### src/hw/rtl/gsd_pkg.sv
`timescale 1ns / 1ps
// ----------------------------------------------------------------------------
// gsd_pkg: shared constants and tables for the 6-and-2 GCR sector decoder
// Code tables, field marks and helper functions for nibble translation.
// ----------------------------------------------------------------------------
package gsd_pkg;

	localparam int unsigned AUX_LEN = 86;
	localparam int unsigned AUX_AW  = $clog2(AUX_LEN);
	localparam int unsigned MAIN_LEN = 256;

	localparam logic [7:0] MARK_D5   = 8'hD5;
	localparam logic [7:0] MARK_AA   = 8'hAA;
	localparam logic [7:0] MARK_ADDR = 8'h96;
	localparam logic [7:0] MARK_DATA = 8'hAD;

	localparam logic [7:0] GCR_CODE [64] = '{
		8'h96, 8'h97, 8'h9a, 8'h9b, 8'h9d, 8'h9e, 8'h9f, 8'ha6,
		8'ha7, 8'hab, 8'hac, 8'had, 8'hae, 8'haf, 8'hb2, 8'hb3,
		8'hb4, 8'hb5, 8'hb6, 8'hb7, 8'hb9, 8'hba, 8'hbb, 8'hbc,
		8'hbd, 8'hbe, 8'hbf, 8'hcb, 8'hcd, 8'hce, 8'hcf, 8'hd3,
		8'hd6, 8'hd7, 8'hd9, 8'hda, 8'hdb, 8'hdc, 8'hdd, 8'hde,
		8'hdf, 8'he5, 8'he6, 8'he7, 8'he9, 8'hea, 8'heb, 8'hec,
		8'hed, 8'hee, 8'hef, 8'hf2, 8'hf3, 8'hf4, 8'hf5, 8'hf6,
		8'hf7, 8'hf9, 8'hfa, 8'hfb, 8'hfc, 8'hfd, 8'hfe, 8'hff
	};

	localparam logic [3:0] PHYS_TO_LOGICAL [16] = '{
		4'h0, 4'h7, 4'hE, 4'h6, 4'hD, 4'h5, 4'hC, 4'h4,
		4'hB, 4'h3, 4'hA, 4'h2, 4'h9, 4'h1, 4'h8, 4'hF
	};

	// Translate one nibble: {bad, value}; an untranslatable nibble gives bad
	// set and value 0xFF.
	function automatic logic [8:0] gsd_decode(input logic [7:0] nib);
		logic [5:0] idx;
		logic       hit;
		idx = '0;
		hit = 1'b0;
		for (int i = 0; i < 64; i++) begin
			if (GCR_CODE[i] == nib) begin
				idx = idx | 6'(i);
				hit = 1'b1;
			end
		end
		if (hit) begin
			return {1'b0, 2'b00, idx};
		end
		return {1'b1, 8'hFF};
	endfunction

endpackage

### src/hw/rtl/gcr_6and2_sector_decoder_core.sv
`timescale 1ns / 1ps
// ----------------------------------------------------------------------------
// gcr_6and2_sector_decoder_core: streaming 6-and-2 GCR sector decoder
// Finds address and data fields in a raw nibble stream, decodes the header
// and emits one tagged byte per main data nibble plus an end-of-sector status.
// ----------------------------------------------------------------------------
//
//  channel  | signals                               | direction | word
//  ---------+---------------------------------------+-----------+---------------
//  nibble   | nibble_valid, nibble_ready, nibble    | in        | raw disk byte
//  result   | result_valid, result_ready, kind,     | out       | data byte or
//           | track, sector, index, value,          |           | sector status
//           | header_bad, nibble_bad, data_bad      |           |
//
// One nibble is taken per cycle while nibble_ready is high; the control state
// and the XOR chain update in the accept cycle.
// A result passes stage 1 and then the result register: the auxiliary store
// is a synchronous RAM whose read data lands in stage 1, and the result register follows.
// Reset clears the control state only; the auxiliary RAM needs no clearing,
// every data field writes all 86 entries before the first read.
// A stalled result stalls stage 1, and input is held off only when both the
// result register and stage 1 are full.
// ----------------------------------------------------------------------------
module gcr_6and2_sector_decoder_core
	import gsd_pkg::*;
(
	input  logic       clk,
	input  logic       arst_n,
	input  logic       nibble_valid,
	output logic       nibble_ready,
	input  logic [7:0] nibble,
	output logic       result_valid,
	input  logic       result_ready,
	output logic       kind,
	output logic [7:0] track,
	output logic [3:0] sector,
	output logic [7:0] index,
	output logic [7:0] value,
	output logic       header_bad,
	output logic       nibble_bad,
	output logic       data_bad
);

	// phase codes
	localparam logic [2:0] PH_HUNT_ADDR = 3'd0;
	localparam logic [2:0] PH_HEADER    = 3'd1;
	localparam logic [2:0] PH_HUNT_DATA = 3'd2;
	localparam logic [2:0] PH_AUX       = 3'd3;
	localparam logic [2:0] PH_MAIN      = 3'd4;
	localparam logic [2:0] PH_CSUM      = 3'd5;

	localparam logic [AUX_AW-1:0] AUX_LAST = AUX_AW'(AUX_LEN - 1);
	localparam logic [8:0]        AUX_CNT  = 9'(AUX_LEN);
	localparam logic [8:0]        MAIN_CNT = 9'(MAIN_LEN);
	localparam logic [7:0]        AUX_ONE  = 8'(AUX_LEN);
	localparam logic [7:0]        AUX_TWO  = 8'(2 * AUX_LEN);

	// decoder state
	logic [2:0] phase_q, phase_d;
	logic [1:0] pm_q, pm_d;
	logic [2:0] pair_q, pair_d;
	logic [7:0] hold_q, hold_d;
	logic [7:0] vol_q, vol_d;
	logic [7:0] trk_q, trk_d;
	logic [7:0] psec_q, psec_d;
	logic [7:0] chain_q, chain_d;
	logic [8:0] fc_q, fc_d;
	logic       bad_q, bad_d;
	logic       hbad_q, hbad_d;

	// auxiliary store
	logic [5:0]        aux_mem [AUX_LEN];
	logic              aux_we;
	logic [AUX_AW-1:0] aux_wa;
	logic [5:0]        aux_wd;
	logic              aux_re;
	logic [AUX_AW-1:0] aux_ra;

	// result word formed at accept
	logic       res_v;
	logic       res_kind;
	logic [7:0] res_index;
	logic [5:0] res_hi;
	logic [1:0] res_shift;
	logic       res_nbad;
	logic       res_dbad;

	// stage 1 and the result register
	logic       valid_s1;
	logic       kind_s1;
	logic [7:0] track_s1;
	logic [3:0] sector_s1;
	logic [7:0] index_s1;
	logic [5:0] hi_s1;
	logic [1:0] shift_s1;
	logic       hbad_s1;
	logic       nbad_s1;
	logic       dbad_s1;
	logic [5:0] aux_rd_s1;
	logic [1:0] aux_pick;

	logic       valid_s2;
	logic       kind_s2;
	logic [7:0] track_s2;
	logic [3:0] sector_s2;
	logic [7:0] index_s2;
	logic [7:0] value_s2;
	logic       hbad_s2;
	logic       nbad_s2;
	logic       dbad_s2;

	logic       acc;
	logic       adv_s1;
	logic [8:0] dec;
	logic [7:0] chain_x;
	logic [7:0] pair_v;
	logic [7:0] k;
	logic [7:0] k_rem;

	assign adv_s1       = valid_s1 && (!valid_s2 || result_ready);
	assign nibble_ready = !valid_s1 || !valid_s2 || result_ready;
	assign acc          = nibble_valid && nibble_ready;

	assign dec     = gsd_decode(nibble);
	assign chain_x = dec[7:0] ^ chain_q;
	assign pair_v  = {hold_q[6:0], 1'b1} & nibble;
	assign k       = fc_q[7:0];

	always_comb begin
		phase_d   = phase_q;
		pm_d      = pm_q;
		pair_d    = pair_q;
		hold_d    = hold_q;
		vol_d     = vol_q;
		trk_d     = trk_q;
		psec_d    = psec_q;
		chain_d   = chain_q;
		fc_d      = fc_q;
		bad_d     = bad_q;
		hbad_d    = hbad_q;
		aux_we    = 1'b0;
		aux_wa    = AUX_LAST - fc_q[AUX_AW-1:0];
		aux_wd    = chain_x[5:0];
		aux_re    = 1'b0;
		res_v     = 1'b0;
		res_kind  = 1'b0;
		res_index = k;
		res_hi    = chain_x[5:0];
		res_nbad  = bad_q | dec[8];
		res_dbad  = 1'b0;
		// split the main index into aux slot and bit-pair select
		if (k >= AUX_TWO) begin
			k_rem     = k - AUX_TWO;
			res_shift = 2'd2;
		end else if (k >= AUX_ONE) begin
			k_rem     = k - AUX_ONE;
			res_shift = 2'd1;
		end else begin
			k_rem     = k;
			res_shift = 2'd0;
		end
		aux_ra = AUX_LAST - k_rem[AUX_AW-1:0];

		case (phase_q)
			PH_HUNT_ADDR, PH_HUNT_DATA: begin
				if (pm_q == 2'd0) begin
					pm_d = (nibble == MARK_D5) ? 2'd1 : 2'd0;
				end else if (pm_q == 2'd1) begin
					pm_d = (nibble == MARK_AA) ? 2'd2 :
						((nibble == MARK_D5) ? 2'd1 : 2'd0);
				end else begin
					pm_d = 2'd0;
					if (nibble == MARK_ADDR) begin
						phase_d = PH_HEADER;
						pair_d  = 3'd0;
					end else if (phase_q == PH_HUNT_DATA && nibble == MARK_DATA) begin
						phase_d = PH_AUX;
						fc_d    = '0;
						chain_d = '0;
						bad_d   = 1'b0;
					end else if (nibble == MARK_D5) begin
						pm_d = 2'd1;
					end
				end
			end
			PH_HEADER: begin
				if (!pair_q[0]) begin
					hold_d = nibble;
				end else begin
					case (pair_q[2:1])
						2'd0: vol_d = pair_v;
						2'd1: trk_d = pair_v;
						2'd2: psec_d = pair_v;
						default: begin
							hbad_d  = (pair_v != (vol_q ^ trk_q ^ psec_q)) ||
								(psec_q[7:4] != 4'd0);
							phase_d = PH_HUNT_DATA;
							pm_d    = 2'd0;
						end
					endcase
				end
				pair_d = pair_q + 3'd1;
			end
			PH_AUX: begin
				bad_d   = bad_q | dec[8];
				chain_d = chain_x;
				aux_we  = 1'b1;
				fc_d    = fc_q + 9'd1;
				if (fc_d >= AUX_CNT) begin
					phase_d = PH_MAIN;
					fc_d    = '0;
				end
			end
			PH_MAIN: begin
				bad_d   = bad_q | dec[8];
				chain_d = chain_x;
				aux_re  = 1'b1;
				res_v   = 1'b1;
				fc_d    = fc_q + 9'd1;
				if (fc_d >= MAIN_CNT) begin
					phase_d = PH_CSUM;
					fc_d    = '0;
				end
			end
			PH_CSUM: begin
				bad_d     = bad_q | dec[8];
				res_v     = 1'b1;
				res_kind  = 1'b1;
				res_index = '0;
				res_hi    = '0;
				res_shift = 2'd0;
				res_dbad  = dec[8] || (chain_x != 8'h00);
				phase_d   = PH_HUNT_ADDR;
				pm_d      = 2'd0;
			end
			default: begin
				phase_d = PH_HUNT_ADDR;
				pm_d    = 2'd0;
			end
		endcase
	end

	// advance the decoder state on each accepted word
	always_ff @(posedge clk or negedge arst_n) begin
		if (!arst_n) begin
			phase_q <= PH_HUNT_ADDR;
			pm_q    <= '0;
			pair_q  <= '0;
			hold_q  <= '0;
			vol_q   <= '0;
			trk_q   <= '0;
			psec_q  <= '0;
			chain_q <= '0;
			fc_q    <= '0;
			bad_q   <= 1'b0;
			hbad_q  <= 1'b0;
		end else if (acc) begin
			phase_q <= phase_d;
			pm_q    <= pm_d;
			pair_q  <= pair_d;
			hold_q  <= hold_d;
			vol_q   <= vol_d;
			trk_q   <= trk_d;
			psec_q  <= psec_d;
			chain_q <= chain_d;
			fc_q    <= fc_d;
			bad_q   <= bad_d;
			hbad_q  <= hbad_d;
		end
	end

	// aux RAM: writes come only in the aux phase and reads only in the main
	// phase of a later word, so the two never touch one entry in one cycle
	always_ff @(posedge clk) begin
		if (acc && aux_we) begin
			aux_mem[aux_wa] <= aux_wd;
		end
		if (acc && aux_re) begin
			aux_rd_s1 <= aux_mem[aux_ra];
		end
	end

	// stage 1: hold the result word while the RAM read completes
	always_ff @(posedge clk or negedge arst_n) begin
		if (!arst_n) begin
			valid_s1 <= 1'b0;
		end else if (acc && res_v) begin
			valid_s1 <= 1'b1;
		end else if (adv_s1) begin
			valid_s1 <= 1'b0;
		end
	end

	always_ff @(posedge clk) begin
		if (acc && res_v) begin
			kind_s1   <= res_kind;
			track_s1  <= trk_q;
			sector_s1 <= PHYS_TO_LOGICAL[psec_q[3:0]];
			index_s1  <= res_index;
			hi_s1     <= res_hi;
			shift_s1  <= res_shift;
			hbad_s1   <= hbad_q;
			nbad_s1   <= res_nbad;
			dbad_s1   <= res_dbad;
		end
	end

	// pick the bit pair of the aux entry for this third of the sector
	always_comb begin
		case (shift_s1)
			2'd0: aux_pick = aux_rd_s1[1:0];
			2'd1: aux_pick = aux_rd_s1[3:2];
			2'd2: aux_pick = aux_rd_s1[5:4];
			default: aux_pick = 2'b00;
		endcase
	end

	// result register
	always_ff @(posedge clk or negedge arst_n) begin
		if (!arst_n) begin
			valid_s2 <= 1'b0;
		end else if (adv_s1) begin
			valid_s2 <= 1'b1;
		end else if (result_ready) begin
			valid_s2 <= 1'b0;
		end
	end

	always_ff @(posedge clk) begin
		if (adv_s1) begin
			kind_s2   <= kind_s1;
			track_s2  <= track_s1;
			sector_s2 <= sector_s1;
			index_s2  <= index_s1;
			value_s2  <= kind_s1 ? 8'h00 : {hi_s1, aux_pick[0], aux_pick[1]};
			hbad_s2   <= hbad_s1;
			nbad_s2   <= nbad_s1;
			dbad_s2   <= dbad_s1;
		end
	end

	assign result_valid = valid_s2;
	assign kind         = kind_s2;
	assign track        = track_s2;
	assign sector       = sector_s2;
	assign index        = index_s2;
	assign value        = value_s2;
	assign header_bad   = hbad_s2;
	assign nibble_bad   = nbad_s2;
	assign data_bad     = dbad_s2;

	// checks
	a_aux_in_range: assert property (@(posedge clk) disable iff (!arst_n)
		(phase_q == PH_AUX) |-> (fc_q < AUX_CNT))
		else $error("aux count past end of aux field");

	a_main_in_range: assert property (@(posedge clk) disable iff (!arst_n)
		(phase_q == PH_MAIN) |-> (fc_q < MAIN_CNT))
		else $error("main count past end of data field");

	a_status_clean: assert property (@(posedge clk) disable iff (!arst_n)
		(result_valid && kind) |-> (index == 8'h00 && value == 8'h00))
		else $error("status word carries data");

	a_no_overrun: assert property (@(posedge clk) disable iff (!arst_n)
		(valid_s1 && !adv_s1) |=> (valid_s1 && $stable(index_s1)))
		else $error("stage 1 word lost while stalled");

	a_data_clean: assert property (@(posedge clk) disable iff (!arst_n)
		(result_valid && !kind) |-> !data_bad)
		else $error("data word flags checksum");

endmodule
### config.mk
export PLATFORM = sky130hd
export DESIGN_NAME = gcr_6and2_sector_decoder_core
export DESIGN_NICKNAME = d
export VERILOG_FILES = /design/src/hw/rtl/gsd_pkg.sv /design/src/hw/rtl/gcr_6and2_sector_decoder_core.sv
export SDC_FILE = /design/constraint.sdc
export NUM_CORES = 1
export LEC_CHECK = 0
export BUFFER_PORTS_ARGS = -buffer_cell sky130_fd_sc_hd__buf_4
export CELL_PAD_IN_SITES_DETAIL_PLACEMENT = 0
export CELL_PAD_IN_SITES_GLOBAL_PLACEMENT = 1
export CORE_UTILIZATION = 45
export DETAILED_ROUTE_END_ITERATION = 7
export PLACE_DENSITY_LB_ADDON = 0.08
export SLEW_MARGIN = 5
export SYNTH_ARGS = -nofsm -noshare
export SYNTH_HDL_FRONTEND = slang
export SYNTH_SLANG_ARGS = --single-unit
### constraint.sdc
create_clock -name clk -period 5.4 [get_ports clk]
set_input_delay 0 -clock clk [delete_from_list [all_inputs] [get_ports clk]]
set_output_delay 0 -clock clk [all_outputs]
set_load 0.01 [all_outputs]
==> results.json <==
{
  "outcome": "completed",
  "switchingPower_uw": 3710,
  "regToRegSetupSlack_ps": 440,
  "n_fill_cell": 4917,
  "grt_pass1_vias": 15100,
  "synth_fa_ha_area_share_pct": 0.593,
  "critical_path_buf_inv_count": 3,
  "gp_congestion": 0.860,
  "irDropWorstVdd_mv": 0.270,
  "reg2reg_to": "aux_rd_s1[2]",
  "syn_nets": 1660,
  "cp_common_cell": "a211oi_1",
  "p_leak_uw": 0.0100,
  "hold_viol": 0,
  "synthCells": 1635,
  "critPathKind": "flip-flop to flip-flop",
  "final_layout_size_suffix_gt1_share_pct": 21.5,
  "io_pins": 46,
  "cts_num_sinks": 646,
  "cts.clk_slew.worst_paths_ps": 60,
  "core_area_sq_um": 60400,
  "finalSetupViolations": 0,
  "wl_met2_um": 31200,
  "cts_made_buffers": 71,
  "portBuffers": 45,
  "grt_max_degree": 98,
  "rsz0062_at_grt": "false",
  "route.detailed.drc": 0,
  "dp_hpwl_um": 40700,
  "muxShareOfSynthArea_pct": 14.4,
  "first_iter_violations": 1084,
  "ys.flop_type": "edfxtp_1",
  "place_inst": 2403,
  "p_int_uw": 10200,
  "grt_pass1_wl_um": 98400,
  "p_clk_share_pct": 34.9,
  "async_flop_share_pct": 9.29,
  "crit_family": "compound AO/OA/AOI/OAI gates",
  "avgSynthCellArea_sq_um": 16.8,
  "root_buffer": "clkbuf_16",
  "postCtsSetupBuffers": 0,
  "setup-tns-final_ps": 0,
  "met3_wirelength_um": 2700,
  "crit_cells": 15,
  "holdCritPathClass": "primary input to asynchronous set/reset pin",
  "drv_cap": 0,
  "pwr-share-comb_pct": 17.2,
  "grt_overflow": 0,
  "initial_core_util_pct": 45.5,
  "yosysTopAreaCell": "edfxtp_1",
  "synthTopCellsByCount": "edfxtp_1, nor2_1, mux4_2",
  "cts_tree": "built",
  "synth_top_family_by_area": "multiplexers",
  "vias_per_cell": 5.80,
  "dr.pass1.iters": 7,
  "clkLatencyLatePin_ps": 610,
  "synth.most_common_cell": "edfxtp_1",
  "switching_share_pct": 26.7,
  "cts_buffer_depth": 3,
  "area_growth_pct": 13.4,
  "reg2regPathDepth": 15,
  "nets": 1729,
  "syn_area_sq_um": 27400,
  "rows": 90,
  "synth-compound-area-share_pct": 5.03,
  "critical_path_arrival_ps": 5290,
  "fp.dieH_um": 249,
  "cts_hold_buf": 10,
  "final_cells": 2540,
  "cts.htree.levels": 3,
  "max-slew-margin-rel_pct": 26.7,
  "cp-end-kind": "flip-flop",
  "cts_resized": 0,
  "slew_violations": 0,
  "drtAntennaViolNets": 0,
  "fmax_mhz": 201,
  "dr.max_layer_used": "met4",
  "fin_util_pct": 51.5,
  "worstMarginPinSlew_ps": 1090,
  "finalWirelength_um": 64600,
  "yosys.area.top_type_share_pct": 64.1,
  "endpoint": "aux_rd_s1[2]",
  "synth_area_leaders": "edfxtp_1, mux4_2, dfrtp_1",
  "crit_chain": "inv_1 > ha_1 > and3b_2 > o21ai_2 > and2_4 > xnor2_4 > inv_2 > ha_4 > buf_12 > mux4_2 > and2_1 > a211oi_1 > a211oi_1 > a311oi_1 > a21oi_1",
  "crit_path_start": "fc_q[1]",
  "diodes": 0,
  "grt_use_total_pct": 21.3,
  "path_max_fanout": 34,
  "critPathMaxStageDelay_ps": 690,
  "cp.required_ps": 5720,
  "rr_startpoint": "fc_q[1]",
  "ys_ff_latch": 646,
  "p_seq_share_pct": 47.8,
  "num_vias": 14700,
  "synth_edf_count": 586,
  "cp_slowest_cell": "dfrtp_1",
  "synth-xor-area-share_pct": 1.72,
  "die_x_um": 249,
  "cp-start-kind": "flip-flop",
  "fin_skew_ps": 18.9,
  "ys_seq_area_share_pct": 69.6,
  "drt-met1-wl_um": 28900,
  "antenna_found_initial": 0,
  "fin_crit_sh_pct": 91.9,
  "yosysWarnings": 0,
  "die_area_sq_um": 62000,
  "powerDensity_nw_per_um2": 447,
  "synth_cell_types": 87,
  "synth_simple_gate_area_share_pct": 6.70,
  "fin_crit_ps": 4960,
  "fin_ws_ps": 436,
  "routedWlPerCell_um": 25.4,
  "pre_cts_ws_ps": 546
}
flip-flops by register name, indices dropped and copies added (netlist names), 7 cells and up:
| signal | cells |
|---|---|
| index_s1 | 8 |
| fc_q | 9 |
| trk_q | 8 |
| chain_q | 8 |
| value | 8 |
| vol_q | 8 |
| index | 8 |
| track_s1 | 8 |
| psec_q | 8 |
| track | 8 |
| aux_mem | 516 |
| hold_q | 7 |
cell usage in the layout (no fill, tap or decap), types with 8 or more instances in the layout:
master           n
edfxtp_1       586
nor2_1         160
mux4_2         127
nand2_1         88
clkbuf_16       76
buf_4           75
dfrtp_1         59
a21oi_1         56
mux2i_1         56
o21ai_0         46
mux2_2          32
xnor2_1         25
nor3_1          21
and2_1          19
inv_1           16
nand2b_1        15
nand3_1         15
nor2b_1         14
clkinv_1        13
clkbuf_1        13
a31oi_1         12
ha_1            12
clkinv_2        12
o22ai_1         11
xor2_1          10
dlygate4sd3_1   10
a32oi_1          8
a22o_1           8
nor4_1           8
worst min-delay path by stage:
stage,slack [ps],from,depth (start not counted),to
2_1_floorplan,-300,arst_n,0,bad_q
3_3_place_gp,150,arst_n,1,vol_q[4]
3_5_place_dp,150,arst_n,1,trk_q[4]
4_1_cts,40,arst_n,2,trk_q[4]
5_1_grt,90,arst_n,2,trk_q[4]
6_report,30,arst_n,2,trk_q[4]
power by group through the flow:
stage          combinational (uW)  clock (uW)  sequential [uW]
6_report                     2400        4860             6650
5_1_grt                      2640        5150             6690
4_1_cts                      2470        4960             6650
3_5_place_dp                 2470           0             6760
2_1_floorplan                1560           0             6740
3_3_place_gp                 2410           0             6740
layout make-up:
class,count,area [sq um],area share [%]
sequential,646,19100,61.4
multi-input combinational,876,7860,25.3
clock buffer,90,1960,6.31
tap,782,978,3.15
timing repair buffer,90,763,2.45
clock inverter,37,370,1.19
inverter,19,71.3,0.229
per-stage QoR:
| step | instance area, sq um | hold slack [ps] | total power (uW) |
|---|---|---|---|
| finish | 31100 | 30.1 | 13900 |
| floorplan | 27400 | -296 | 8300 |
| global placement | 28700 | 149 | 9160 |
| global route | 31100 | 93.3 | 14500 |
| CTS | 31100 | 42.9 | 14100 |
| detailed placement | 28700 | 148 | 9220 |
worst reg2reg max path, stage by stage, from the launching register on:
cell and delay [ps]:
dfrtp_1 690, inv_1 290, ha_1 260, and3b_2 230, o21ai_2 270, and2_4 250, xnor2_4 120, inv_2 70
ha_4 650, buf_12 300, mux4_2 330, and2_1 180, a211oi_1 230, a211oi_1 90, a311oi_1 570, a21oi_1 140
cell families (layout without fill, tap and decap cells):
kind of cell	Yosys count	after routing
flip-flops	646	646
AND/OR/NAND/NOR	386	386
multiplexers	222	222
AO/OA/AOI/OAI	210	210
buffers and inverters	113	236
XOR/XNOR	45	45
adder cells (fa/ha/maj)	13	13
metal layers:
metal,vias up,GRT usage [%]
met3,115,3.55
met1,7649,30.0
met2,370,34.2
met4,0,6.42
met5,-,0
li1,6598,-
No activity file was read; power rests on OpenSTA's default activity.
